## src/rtl/lru_pr_pkg.sv

```systemverilog
// Package for the LRU page replacement unit: frame count, page width,
// rank and index widths, and the shared scalar types. No dependencies.
`timescale 1ns / 1ps
`default_nettype none

package lru_pr_pkg;

   localparam int FRAMES        = 8;
   localparam int PAGE_BITS     = 16;
   localparam int IDX_W         = (FRAMES > 1) ? $clog2(FRAMES) : 1;
   localparam int RANK_W        = (FRAMES > 1) ? $clog2(FRAMES) : 1;
   localparam int CAP_W         = $clog2(FRAMES + 1);
   localparam int CSR_W         = 4;
   localparam int FRAME_OUT_W   = 3;
   localparam int FAULT_W       = 32;

   typedef logic [PAGE_BITS-1:0] page_type;
   typedef logic [RANK_W-1:0]    rank_type;
   typedef logic [IDX_W-1:0]     idx_type;
   typedef logic [CAP_W-1:0]     cap_type;
   typedef logic [FAULT_W-1:0]   fault_type;
   typedef logic [CSR_W-1:0]     csr_type;

   localparam csr_type   CSR_RESET = csr_type'(3);
   localparam rank_type  RANK_MAX  = rank_type'(FRAMES - 1);
   localparam fault_type FAULT_MAX = '1;

endpackage

`default_nettype wire

```

## src/rtl/lru_page_replacement_unit.sv

```systemverilog
// LRU page replacement unit: one page reference in, one replacement result out.
// Depends on lru_pr_pkg for the frame count, widths and types.
//
//   channel | direction | handshake           | payload
//   --------+-----------+---------------------+--------------------------------------
//   req     | in        | req_valid/req_ready | req_page_number, req_last_of_run
//   rsp     | out       | rsp_valid/rsp_ready | rsp_hit, rsp_frame_index,
//           |           |                     | rsp_evicted_valid, rsp_evicted_page,
//           |           |                     | rsp_fault_count
//   csr     | in        | csr_we (no wait)    | csr_wdata -> frames_in_use
//
// Cycles: resolve a request while it sits in the input register and register
// its result at the next edge; one request per cycle is sustained while rsp_ready is high.
// Reset (synchronous, active high) empties the frames, clears ranks and the
// fault count, and sets frames_in_use to 3. Page contents are not reset.
// Stalls: a result waiting on rsp_ready holds the input register; req_ready
// drops only when both the input and result registers are full and held.
`timescale 1ns / 1ps
`default_nettype none

module lru_page_replacement_unit (
   input  wire logic                                clock,
   input  wire logic                                reset,
   // request channel
   input  wire logic                                req_valid,
   output logic                                     req_ready,
   input  wire logic [lru_pr_pkg::PAGE_BITS-1:0]    req_page_number,
   input  wire logic                                req_last_of_run,
   // result channel
   output logic                                     rsp_valid,
   input  wire logic                                rsp_ready,
   output logic                                     rsp_hit,
   output logic [lru_pr_pkg::FRAME_OUT_W-1:0]       rsp_frame_index,
   output logic                                     rsp_evicted_valid,
   output logic [lru_pr_pkg::PAGE_BITS-1:0]         rsp_evicted_page,
   output logic [lru_pr_pkg::FAULT_W-1:0]           rsp_fault_count,
   // configuration
   input  wire logic                                csr_we,
   input  wire logic [lru_pr_pkg::CSR_W-1:0]        csr_wdata
);

   // Configuration
   lru_pr_pkg::csr_type   frames_in_use_ff;

   // Input register
   logic                  in_valid_ff, in_valid_in;
   lru_pr_pkg::page_type  in_page_ff;
   logic                  in_last_ff;

   // Frame state
   lru_pr_pkg::page_type  frame_page_ff [lru_pr_pkg::FRAMES];
   logic [lru_pr_pkg::FRAMES-1:0] frame_valid_ff, frame_valid_in;
   lru_pr_pkg::rank_type  rank_ff [lru_pr_pkg::FRAMES];
   lru_pr_pkg::rank_type  rank_in [lru_pr_pkg::FRAMES];
   lru_pr_pkg::fault_type faults_ff, faults_in;

   // Result register
   logic                  rsp_valid_ff, rsp_valid_in;
   logic                  rsp_hit_ff;
   logic [lru_pr_pkg::FRAME_OUT_W-1:0] rsp_frame_ff;
   logic                  rsp_evicted_ff;
   lru_pr_pkg::page_type  rsp_evicted_page_ff;
   lru_pr_pkg::fault_type rsp_fault_ff;

   // Resolve logic
   logic                  req_accept;
   logic                  advance;
   lru_pr_pkg::cap_type   cap_c;
   logic [lru_pr_pkg::FRAMES-1:0] in_cap_c;
   logic                  hit_c;
   lru_pr_pkg::idx_type   hit_idx_c;
   logic                  have_empty_c;
   lru_pr_pkg::idx_type   empty_idx_c;
   lru_pr_pkg::rank_type  best_rank_c;
   lru_pr_pkg::idx_type   lru_idx_c;
   lru_pr_pkg::idx_type   sel_idx_c;
   logic [lru_pr_pkg::RANK_W:0] old_rank_c;
   logic                  evict_c;
   lru_pr_pkg::fault_type fault_next_c;

   // Handshake: the input register advances whenever the result register
   // is empty or being emptied this cycle.
   assign advance    = in_valid_ff && (!rsp_valid_ff || rsp_ready);
   assign req_ready  = !in_valid_ff || advance;
   assign req_accept = req_valid && req_ready;

   always_comb begin
      in_valid_in = in_valid_ff;
      if (req_accept) begin
         in_valid_in = 1'b1;
      end else if (advance) begin
         in_valid_in = 1'b0;
      end
   end

   always_comb begin
      rsp_valid_in = rsp_valid_ff;
      if (advance) begin
         rsp_valid_in = 1'b1;
      end else if (rsp_ready) begin
         rsp_valid_in = 1'b0;
      end
   end

   // Effective capacity: zero acts as one, anything above the frame count
   // clamps to it.
   always_comb begin
      if (int'(frames_in_use_ff) > lru_pr_pkg::FRAMES) begin
         cap_c = lru_pr_pkg::cap_type'(lru_pr_pkg::FRAMES);
      end else if (frames_in_use_ff == '0) begin
         cap_c = lru_pr_pkg::cap_type'(1);
      end else begin
         cap_c = lru_pr_pkg::cap_type'(frames_in_use_ff);
      end
      for (int g = 0; g < lru_pr_pkg::FRAMES; g++) begin
         in_cap_c[g] = lru_pr_pkg::cap_type'(g) < cap_c;
      end
   end

   // Parallel tag compare, lowest-indexed empty frame, and the oldest frame
   // (lowest index wins among equal oldest ranks).
   always_comb begin
      hit_c        = 1'b0;
      hit_idx_c    = '0;
      have_empty_c = 1'b0;
      empty_idx_c  = '0;
      best_rank_c  = '0;
      lru_idx_c    = '0;
      for (int g = 0; g < lru_pr_pkg::FRAMES; g++) begin
         if (!hit_c && in_cap_c[g] && frame_valid_ff[g] &&
             (frame_page_ff[g] == in_page_ff)) begin
            hit_c     = 1'b1;
            hit_idx_c = lru_pr_pkg::idx_type'(g);
         end
         if (!have_empty_c && in_cap_c[g] && !frame_valid_ff[g]) begin
            have_empty_c = 1'b1;
            empty_idx_c  = lru_pr_pkg::idx_type'(g);
         end
         if (in_cap_c[g] && (rank_ff[g] > best_rank_c)) begin
            best_rank_c = rank_ff[g];
            lru_idx_c   = lru_pr_pkg::idx_type'(g);
         end
      end
   end

   // Pick the frame and the rank it leaves behind; a fill into an empty frame
   // ages every valid in-capacity frame not already at the maximum rank.
   always_comb begin
      evict_c = 1'b0;
      if (hit_c) begin
         sel_idx_c  = hit_idx_c;
         old_rank_c = {1'b0, rank_ff[hit_idx_c]};
      end else if (have_empty_c) begin
         sel_idx_c  = empty_idx_c;
         old_rank_c = {1'b0, lru_pr_pkg::RANK_MAX} + 1'b1;
      end else begin
         sel_idx_c  = lru_idx_c;
         old_rank_c = {1'b0, rank_ff[lru_idx_c]};
         evict_c    = 1'b1;
      end
      if (!hit_c && (faults_ff != lru_pr_pkg::FAULT_MAX)) begin
         fault_next_c = faults_ff + 1'b1;
      end else begin
         fault_next_c = faults_ff;
      end
   end

   // Next frame state: age younger frames, zero the touched one, mark the
   // fill valid, then wipe the run if this was its last request.
   always_comb begin
      frame_valid_in = frame_valid_ff;
      faults_in      = faults_ff;
      for (int g = 0; g < lru_pr_pkg::FRAMES; g++) begin
         rank_in[g] = rank_ff[g];
      end
      if (advance) begin
         for (int g = 0; g < lru_pr_pkg::FRAMES; g++) begin
            if (in_cap_c[g] && (lru_pr_pkg::idx_type'(g) != sel_idx_c) &&
                frame_valid_ff[g] && ({1'b0, rank_ff[g]} < old_rank_c) &&
                (rank_ff[g] != lru_pr_pkg::RANK_MAX)) begin
               rank_in[g] = rank_ff[g] + 1'b1;
            end
         end
         rank_in[sel_idx_c] = '0;
         frame_valid_in[sel_idx_c] = 1'b1;
         faults_in = fault_next_c;
         if (in_last_ff) begin
            frame_valid_in = '0;
            faults_in      = '0;
            for (int g = 0; g < lru_pr_pkg::FRAMES; g++) begin
               rank_in[g] = '0;
            end
         end
      end
   end

   // Control registers
   always_ff @(posedge clock) begin
      if (reset) begin
         frames_in_use_ff <= lru_pr_pkg::CSR_RESET;
         in_valid_ff      <= 1'b0;
         rsp_valid_ff     <= 1'b0;
         frame_valid_ff   <= '0;
         faults_ff        <= '0;
         for (int g = 0; g < lru_pr_pkg::FRAMES; g++) begin
            rank_ff[g] <= '0;
         end
      end else begin
         if (csr_we) begin
            frames_in_use_ff <= csr_wdata;
         end
         in_valid_ff    <= in_valid_in;
         rsp_valid_ff   <= rsp_valid_in;
         frame_valid_ff <= frame_valid_in;
         faults_ff      <= faults_in;
         for (int g = 0; g < lru_pr_pkg::FRAMES; g++) begin
            rank_ff[g] <= rank_in[g];
         end
      end
   end

   // Payload registers: no reset
   always_ff @(posedge clock) begin
      if (req_accept) begin
         in_page_ff <= req_page_number;
         in_last_ff <= req_last_of_run;
      end
      if (advance && !hit_c) begin
         frame_page_ff[sel_idx_c] <= in_page_ff;
      end
      if (advance) begin
         rsp_hit_ff          <= hit_c;
         rsp_frame_ff        <= lru_pr_pkg::FRAME_OUT_W'(sel_idx_c);
         rsp_evicted_ff      <= evict_c;
         rsp_evicted_page_ff <= evict_c ? frame_page_ff[sel_idx_c] : '0;
         rsp_fault_ff        <= fault_next_c;
      end
   end

   assign rsp_valid         = rsp_valid_ff;
   assign rsp_hit           = rsp_hit_ff;
   assign rsp_frame_index   = rsp_frame_ff;
   assign rsp_evicted_valid = rsp_evicted_ff;
   assign rsp_evicted_page  = rsp_evicted_page_ff;
   assign rsp_fault_count   = rsp_fault_ff;

   // A last-of-run request leaves an empty run behind.
   a_run_clear : assert property (@(posedge clock) disable iff (reset)
      advance && in_last_ff |=> (frame_valid_ff == '0) && (faults_ff == '0))
      else $error("run not cleared after last request");

   // Frames and fault count change only when a request is resolved.
   a_state_hold : assert property (@(posedge clock) disable iff (reset)
      !advance |=> $stable(frame_valid_ff) && $stable(faults_ff))
      else $error("frame state changed without a request");

   // A hit never evicts and never counts a fault.
   a_hit_clean : assert property (@(posedge clock) disable iff (reset)
      advance && hit_c && !in_last_ff |=>
         rsp_hit && !rsp_evicted_valid && (faults_ff == $past(faults_ff)))
      else $error("hit evicted or counted a fault");

   // Eviction only happens with every in-capacity frame occupied.
   a_evict_full : assert property (@(posedge clock) disable iff (reset)
      advance && evict_c |-> ((frame_valid_ff & in_cap_c) == in_cap_c))
      else $error("eviction with an empty frame available");

endmodule

`default_nettype wire
```

## config.mk

```make
export PLATFORM = sky130hd
export DESIGN_NAME = lru_page_replacement_unit
export DESIGN_NICKNAME = d
export VERILOG_FILES = /design/src/rtl/lru_pr_pkg.sv /design/src/rtl/lru_page_replacement_unit.sv
export SDC_FILE = /design/constraint.sdc
export NUM_CORES = 1
export LEC_CHECK = 0
export BUFFER_PORTS_ARGS = -buffer_cell sky130_fd_sc_hd__buf_4
export CAP_MARGIN = 20
export CORE_MARGIN = 5
export CORE_UTILIZATION = 46
export CTS_CLUSTER_DIAMETER = 50
export DETAILED_ROUTE_END_ITERATION = 8
export PLACE_DENSITY = 0.67
export SLEW_MARGIN = 20
export SYNTH_ARGS = -nofsm -noshare
export SYNTH_HDL_FRONTEND = slang
export SYNTH_SLANG_ARGS = --single-unit
```

## constraint.sdc

```tcl
create_clock -name clock -period 22.4 [get_ports clock]
set_clock_uncertainty 0.1 [all_clocks]
set_input_delay 1.12 -clock clock [delete_from_list [all_inputs] [get_ports clock]]
set_output_delay 1.12 -clock clock [all_outputs]
set_load 0.005 [all_outputs]
```

==> out/metrics.cfg, run 1 <==
[worst_setup_path]
crit_buf_inv=2
cp.arrival_ns=15.15
slowest_stage=a31oi_1
critPathLaunchType=register
critPathKind=reg2reg
crit_top_cell=ha_1
crit_family=compound AO/OA/AOI/OAI gates
crit_required_ns=22.70
cp_max_fo=11
critPathMaxStageDelay_ns=0.84
crit_cells=57
crit_path_end_kind=register
reg2reg_depth=57

[timing]
tightest_slew_ns=1.13
rsz0062_at_grt=false
hold_violations=0
finalSetupViolCount=0
layout_min_cycle_time_ns=14.85
drv_slew=0
relSlewSlack=0.244
period_share=0.663
max_freq_mhz=67.3
fin_setup_tns_ns=0

[floorplanning]
die_w_um=190
initial_core_util=0.468
pin_count=81
core-area_mm2=0.0317
rows=65
die_y_um=190
dieArea_mm2=0.0360

[detailed_routing]
initialDrtViolationCount=1060
vias_per_cell=6.07
firstDrtPassIters=5
drtAntennaViolNets=0
num_vias=11800
drcViolationCount=0
routed_wire_length_per_instance_um=22.1
routed_wl_um=43200

[placed_design]
place_inst=1887
dp_hpwl_um=30400
port_buffers=80
placed_cell_area_mm2=0.0158
gp_congestion=0.936

[logic_synthesis]
synth_top_area_share=0.400
syn_area_mm2=0.0148
synth_ff_type=edfxtp_1
netlist_top_cells_area=edfxtp_1 40%, dfxtp_1 9.4%, nand2_1 4.8%
syn_nets=1524
yosysUniqueCellTypes=86
yosys_warnings=0
yosysSeqAreaShare=0.495
synth_top_cell_by_area=edfxtp_1
synth_edf_count=198
ys_ff_latch=268
syn_area_per_cell_um2=10.2
postSynthCellCount=1459
async_flop_share=0

[worst_hold_path]
holdPathStages=2
hp-class=reg2reg

[global_routing]
grt_pass1_vias=11500
grt_use_total=0.235
grt_pass1_wl_um=66700
grt_max_degree=69
overflow=0
antenna_found_initial=0

[clocking]
postCtsResizedCells=0
root_buffer=clkbuf_16
clock_path_buffers=3
clk_pin_slew_ns=0.06
cts_setup_buffers=0
numCtsBuffers=36
clk_latency_ns=0.52
cts_max_level=2
cts.sinks=268
hold_buffers=0
cts_tree=done

[pwr]
p_per_area_mw_per_mm2=71.9
ir_drop_uv=59.1
power.leakage_nw=6.42

[final_layout]
fin_area_mm2=0.0171
most-common-layout-cells=198 x edfxtp_1, 190 x nand2_1, 130 x nor2_1
fin_nets=1588
drive_above_1_share=0.135
layout_commonest_cell=edfxtp_1
final_cells=1950
synthToLayoutAreaGrowth_pct=14.9
n_antenna_cell=0

[run]
maxCapViolCount=0

[run_status]
status=finished clean

-- cells in the mapped netlist (all sizes together), types with 12 or more instances --
library cell / number
nor3: 33
a311o: 33
mux2i: 21
a22oi: 23
xnor2: 78
edfxtp: 198
nor2b: 13
buf: 28
nand4: 28
nand2: 191
nand2b: 12
nor2: 133
clkbuf: 48
inv: 27
and3: 53
o21ai: 54
a22o: 14
mux2: 12
a21oi: 76
nor4: 24
nand3: 25
dfxtp: 70
a211oi: 14
xor2: 80
ha: 39
-- report_power, final --
group / leakage, nW / internal, mW / switching, mW
Combinational: 3.44 / 0.0298 / 0.0504
Sequential: 2.36 / 0.543 / 0.0143
Clock: 0.609 / 0.370 / 0.219
Total: 6.42 / 0.943 / 0.284
-- tightest hold or removal path, delay by kind of cell, from the launching register on --
kind	cells	cell delay [ns]
compound gates	1	0.05
simple gates	1	0.07
flops	1	0.34
-- path summary, 6_finish.rpt --
path                                        start           endpoint  slack, ns
worst max-delay path                rank_ff[0][0]      rank_ff[4][0]       7.55
worst min-delay path            frame_valid_ff[6]  frame_valid_ff[6]       0.40
worst max register to register      rank_ff[0][0]      rank_ff[4][0]       7.55
worst min register to register  frame_valid_ff[6]  frame_valid_ff[6]       0.40
-- sequential cells by signal (all words and copies together) (netlist names) --
register,count
in_page_ff,16
frame_valid_ff,8
frame_page_ff,128
in_last_ff,1
rank_ff,24
in_valid_ff,1
frames_in_use_ff,4
faults_ff,32
rsp_evicted_valid,1
rsp_evicted_page,16
rsp_hit,1
rsp_frame_index,3
rsp_valid,1
rsp_fault_count,32
-- through the flow --
stage                util  hold slack [ns]  setup WS (ns)  total power [mW]
floorplan               -            0.351           9.93             0.612
global placement    0.499            0.378           8.28             0.647
detailed placement  0.499            0.385           7.81             0.647
CTS                 0.538            0.399           7.77              1.24
global route        0.538            0.435           6.58              1.27
finish              0.538            0.399           7.55              1.23
-- layout make-up --
| cell class | instances | area [um2] |
|---|---|---|
| Multi-Input combinational cell | 1086 | 7110 |
| Tap cell | 402 | 503 |
| Sequential cell | 268 | 7350 |
| Fill cell | 2772 | 14600 |
| Clock inverter | 14 | 171 |
| Timing Repair Buffer | 102 | 766 |
| Clock buffer | 49 | 1060 |
| Inverter | 29 | 110 |
-- cell families after synthesis --
logic type / Yosys count / synth area share
buf+inv: 105 / 0.0287
compound gates: 298 / 0.146
mux: 33 / 0.0241
xor+xnor: 158 / 0.0932
simple gates: 557 / 0.180
flops: 268 / 0.495
fa+ha+maj: 40 / 0.0335
-- routing by layer --
| metal | global-route usage | share of wire | vias to the layer above |
|---|---|---|---|
| met2 | 0.391 | 0.47 | 480 |
| met3 | 0.0407 | 0.070 | 105 |
| met5 | 0 | 0 | - |
| met1 | 0.310 | 0.42 | 5732 |
| li1 | - | - | 5514 |
| met4 | 0.0838 | 0.038 | 0 |
Note: power is estimated with default switching activity, not from simulation.
==> run 2, diff against run 1 <==
ABC_AREA = 1   (was unset)
clock period = 13.8 ns   (was 22.4 ns; I/O delays follow)
==> out/metrics.cfg, run 2 <==
[run_status]
status=finished clean

[clocking]
clock_path_buffers=3
postCtsResizedCells=0
clk_latency_ns=0.53
clk_pin_slew_ns=0.06
hold_buffers=0
numCtsBuffers=35
root_buffer=clkbuf_16
cts_setup_buffers=0
cts.sinks=268
cts_max_level=2
cts_tree=done

[final_layout]
largest_register_ffs=128
most-common-layout-cells=369 x nand2_1, 198 x edfxtp_1, 188 x inv_1
layout_commonest_cell=nand2_1
synthToLayoutAreaGrowth_pct=14.5
regMostFlops=frame_page_ff
multi_input_area_mm2=0.00628
drive_above_1_share=0.144
seq_area_mm2=0.00735
n_antenna_cell=0
n_fill_cell=2886
fin_nets=1787
final_cells=2149

[logic_synthesis]
postSynthCellCount=1644
synth_edf_count=198
netlist_top_cells_area=edfxtp_1 40%, dfxtp_1 9.5%, nand2_1 9.4%
yosysUniqueCellTypes=61
syn_area_per_cell_um2=8.94
synth_most_common_cell=nand2_1
syn_nets=1709
synth_top_area_share=0.404
ys_ff_latch=268
async_flop_share=0
syn_area_mm2=0.0147
synth_top_cell_by_area=edfxtp_1
synth_ff_type=edfxtp_1
yosys_warnings=0
synth_commonest_cells=370 x nand2_1, 198 x edfxtp_1, 189 x inv_1, 118 x nand3_1, 111 x a21oi_1
yosysSeqAreaShare=0.500

[worst_setup_path]
critPathLaunchType=register
crit_path_end_kind=register
critPathMaxStageDelay_ns=0.47
slowest_stage=nand2_2
critPathKind=reg2reg
cp_max_fo=26
cp.arrival_ns=11.69
crit_required_ns=13.97

[detailed_routing]
routed_wl_um=45400
vias_per_cell=5.79
drtAntennaViolNets=0
num_vias=12400
firstDrtPassIters=6
drcViolationCount=0
routed_wire_length_per_instance_um=21.1
initialDrtViolationCount=1509

[floorplanning]
rows=65
initial_core_util=0.466
dieArea_mm2=0.0356
pin_count=81
die_y_um=189
die_w_um=189
core-area_mm2=0.0316

[placed_design]
place_inst=2087
dp_hpwl_um=32400
port_buffers=80
gp_congestion=1.00

[timing]
drv_slew=0
layout_min_cycle_time_ns=11.53
relSlewSlack=0.348
tightest_slew_ns=0.972
fin_setup_tns_ns=0
rsz0062_at_grt=false
max_freq_mhz=86.8
finalSetupViolCount=0
period_share=0.835
hold_violations=0

[worst_hold_path]
hp-class=in2reg

[global_routing]
grt_use_total=0.252
grt_pass1_wl_um=70600
grt_max_degree=60
antenna_found_initial=0
overflow=0
busiest_layer=met2
met2_usage=0.395
use_met1=0.345
met3_usage=0.0552
grt_pass1_vias=12300

[run]
maxCapViolCount=0

[pwr]
ir_drop_uv=79.2
p_per_area_mw_per_mm2=117
power.leakage_nw=6.62

## run 2: cell count changes after synthesis, sizes merged, moves of 23 or more
cell / previous run / this run
a311o: 33 / 0
o22ai: 5 / 28
nand2: 191 / 400
and3: 53 / 3
nor2: 133 / 72
a22oi: 23 / 0
a21oi: 76 / 118
xnor2: 78 / 24
clkbuf: 48 / 24
inv: 27 / 209
nand3: 25 / 129
o21ai: 54 / 81
## run 2: power by group
| group | switching [mW] | internal, mW | total (mW) |
|---|---|---|---|
| Clock | 0.361 | 0.546 | 0.907 |
| Sequential | 0.0219 | 0.884 | 0.906 |
| Combinational | 0.105 | 0.0442 | 0.149 |
| Total | 0.488 | 1.47 | 1.96 |
## run 2: layout make-up
type,count,area share
tap,402,0.0299
clock inverter,21,0.0141
timing repair buffer,97,0.0433
inverter,211,0.0474
sequential,268,0.437
clock buffer,41,0.0552
multi-input combinational,1109,0.374
## run 2: worst paths after layout
| kind | from | end | slack (ns) | depth (start not counted) |
|---|---|---|---|---|
| worst max-delay path | rank_ff[0][0] | rsp_evicted_page[14] | 2.27 | 58 |
| worst min register to register | faults_ff[26] | faults_ff[26] | 0.37 | 2 |
| worst min-delay path | req_page_number[10] | in_page_ff[10] | 0.24 | 1 |
| worst max register to register | rank_ff[0][0] | rsp_evicted_page[14] | 2.27 | 58 |
## run 2: critical path: cells and delay by family, from the launching register on
family                   cells  cell delay, ns
buffers and inverters        7            1.34
AND/OR/NAND/NOR             27            3.82
adder cells (fa/ha/maj)      8            2.33
flip-flops                   1            0.44
AO/OA/AOI/OAI               16            3.19
## run 2: per-stage QoR
stage	hold slack [ns]	util	power [mW]	instance area [um2]	setup slack, ns
2_1_floorplan	0.345	-	1.00	14700	3.45
5_1_grt	0.226	0.533	2.02	16800	1.43
3_3_place_gp	0.356	0.496	1.07	15700	2.89
3_5_place_dp	0.366	0.496	1.07	15700	2.65
4_1_cts	0.223	0.533	1.97	16800	2.54
6_report	0.240	0.533	1.96	16800	2.27
## run 2: logic make-up after synthesis
logic type,Yosys count,synth area share
adder cells (fa/ha/maj),39,0.0332
XOR/XNOR,82,0.0489
multiplexers,1,0.000681
flip-flops,268,0.500
AO/OA/AOI/OAI,310,0.129
AND/OR/NAND/NOR,677,0.215
buffers and inverters,267,0.0735
## run 2: routing by layer
metal / part of all wire / vias up
met5: 0 / -
met4: 0.039 / 0
met3: 0.095 / 126
met2: 0.44 / 687
met1: 0.42 / 5805
li1: - / 5822
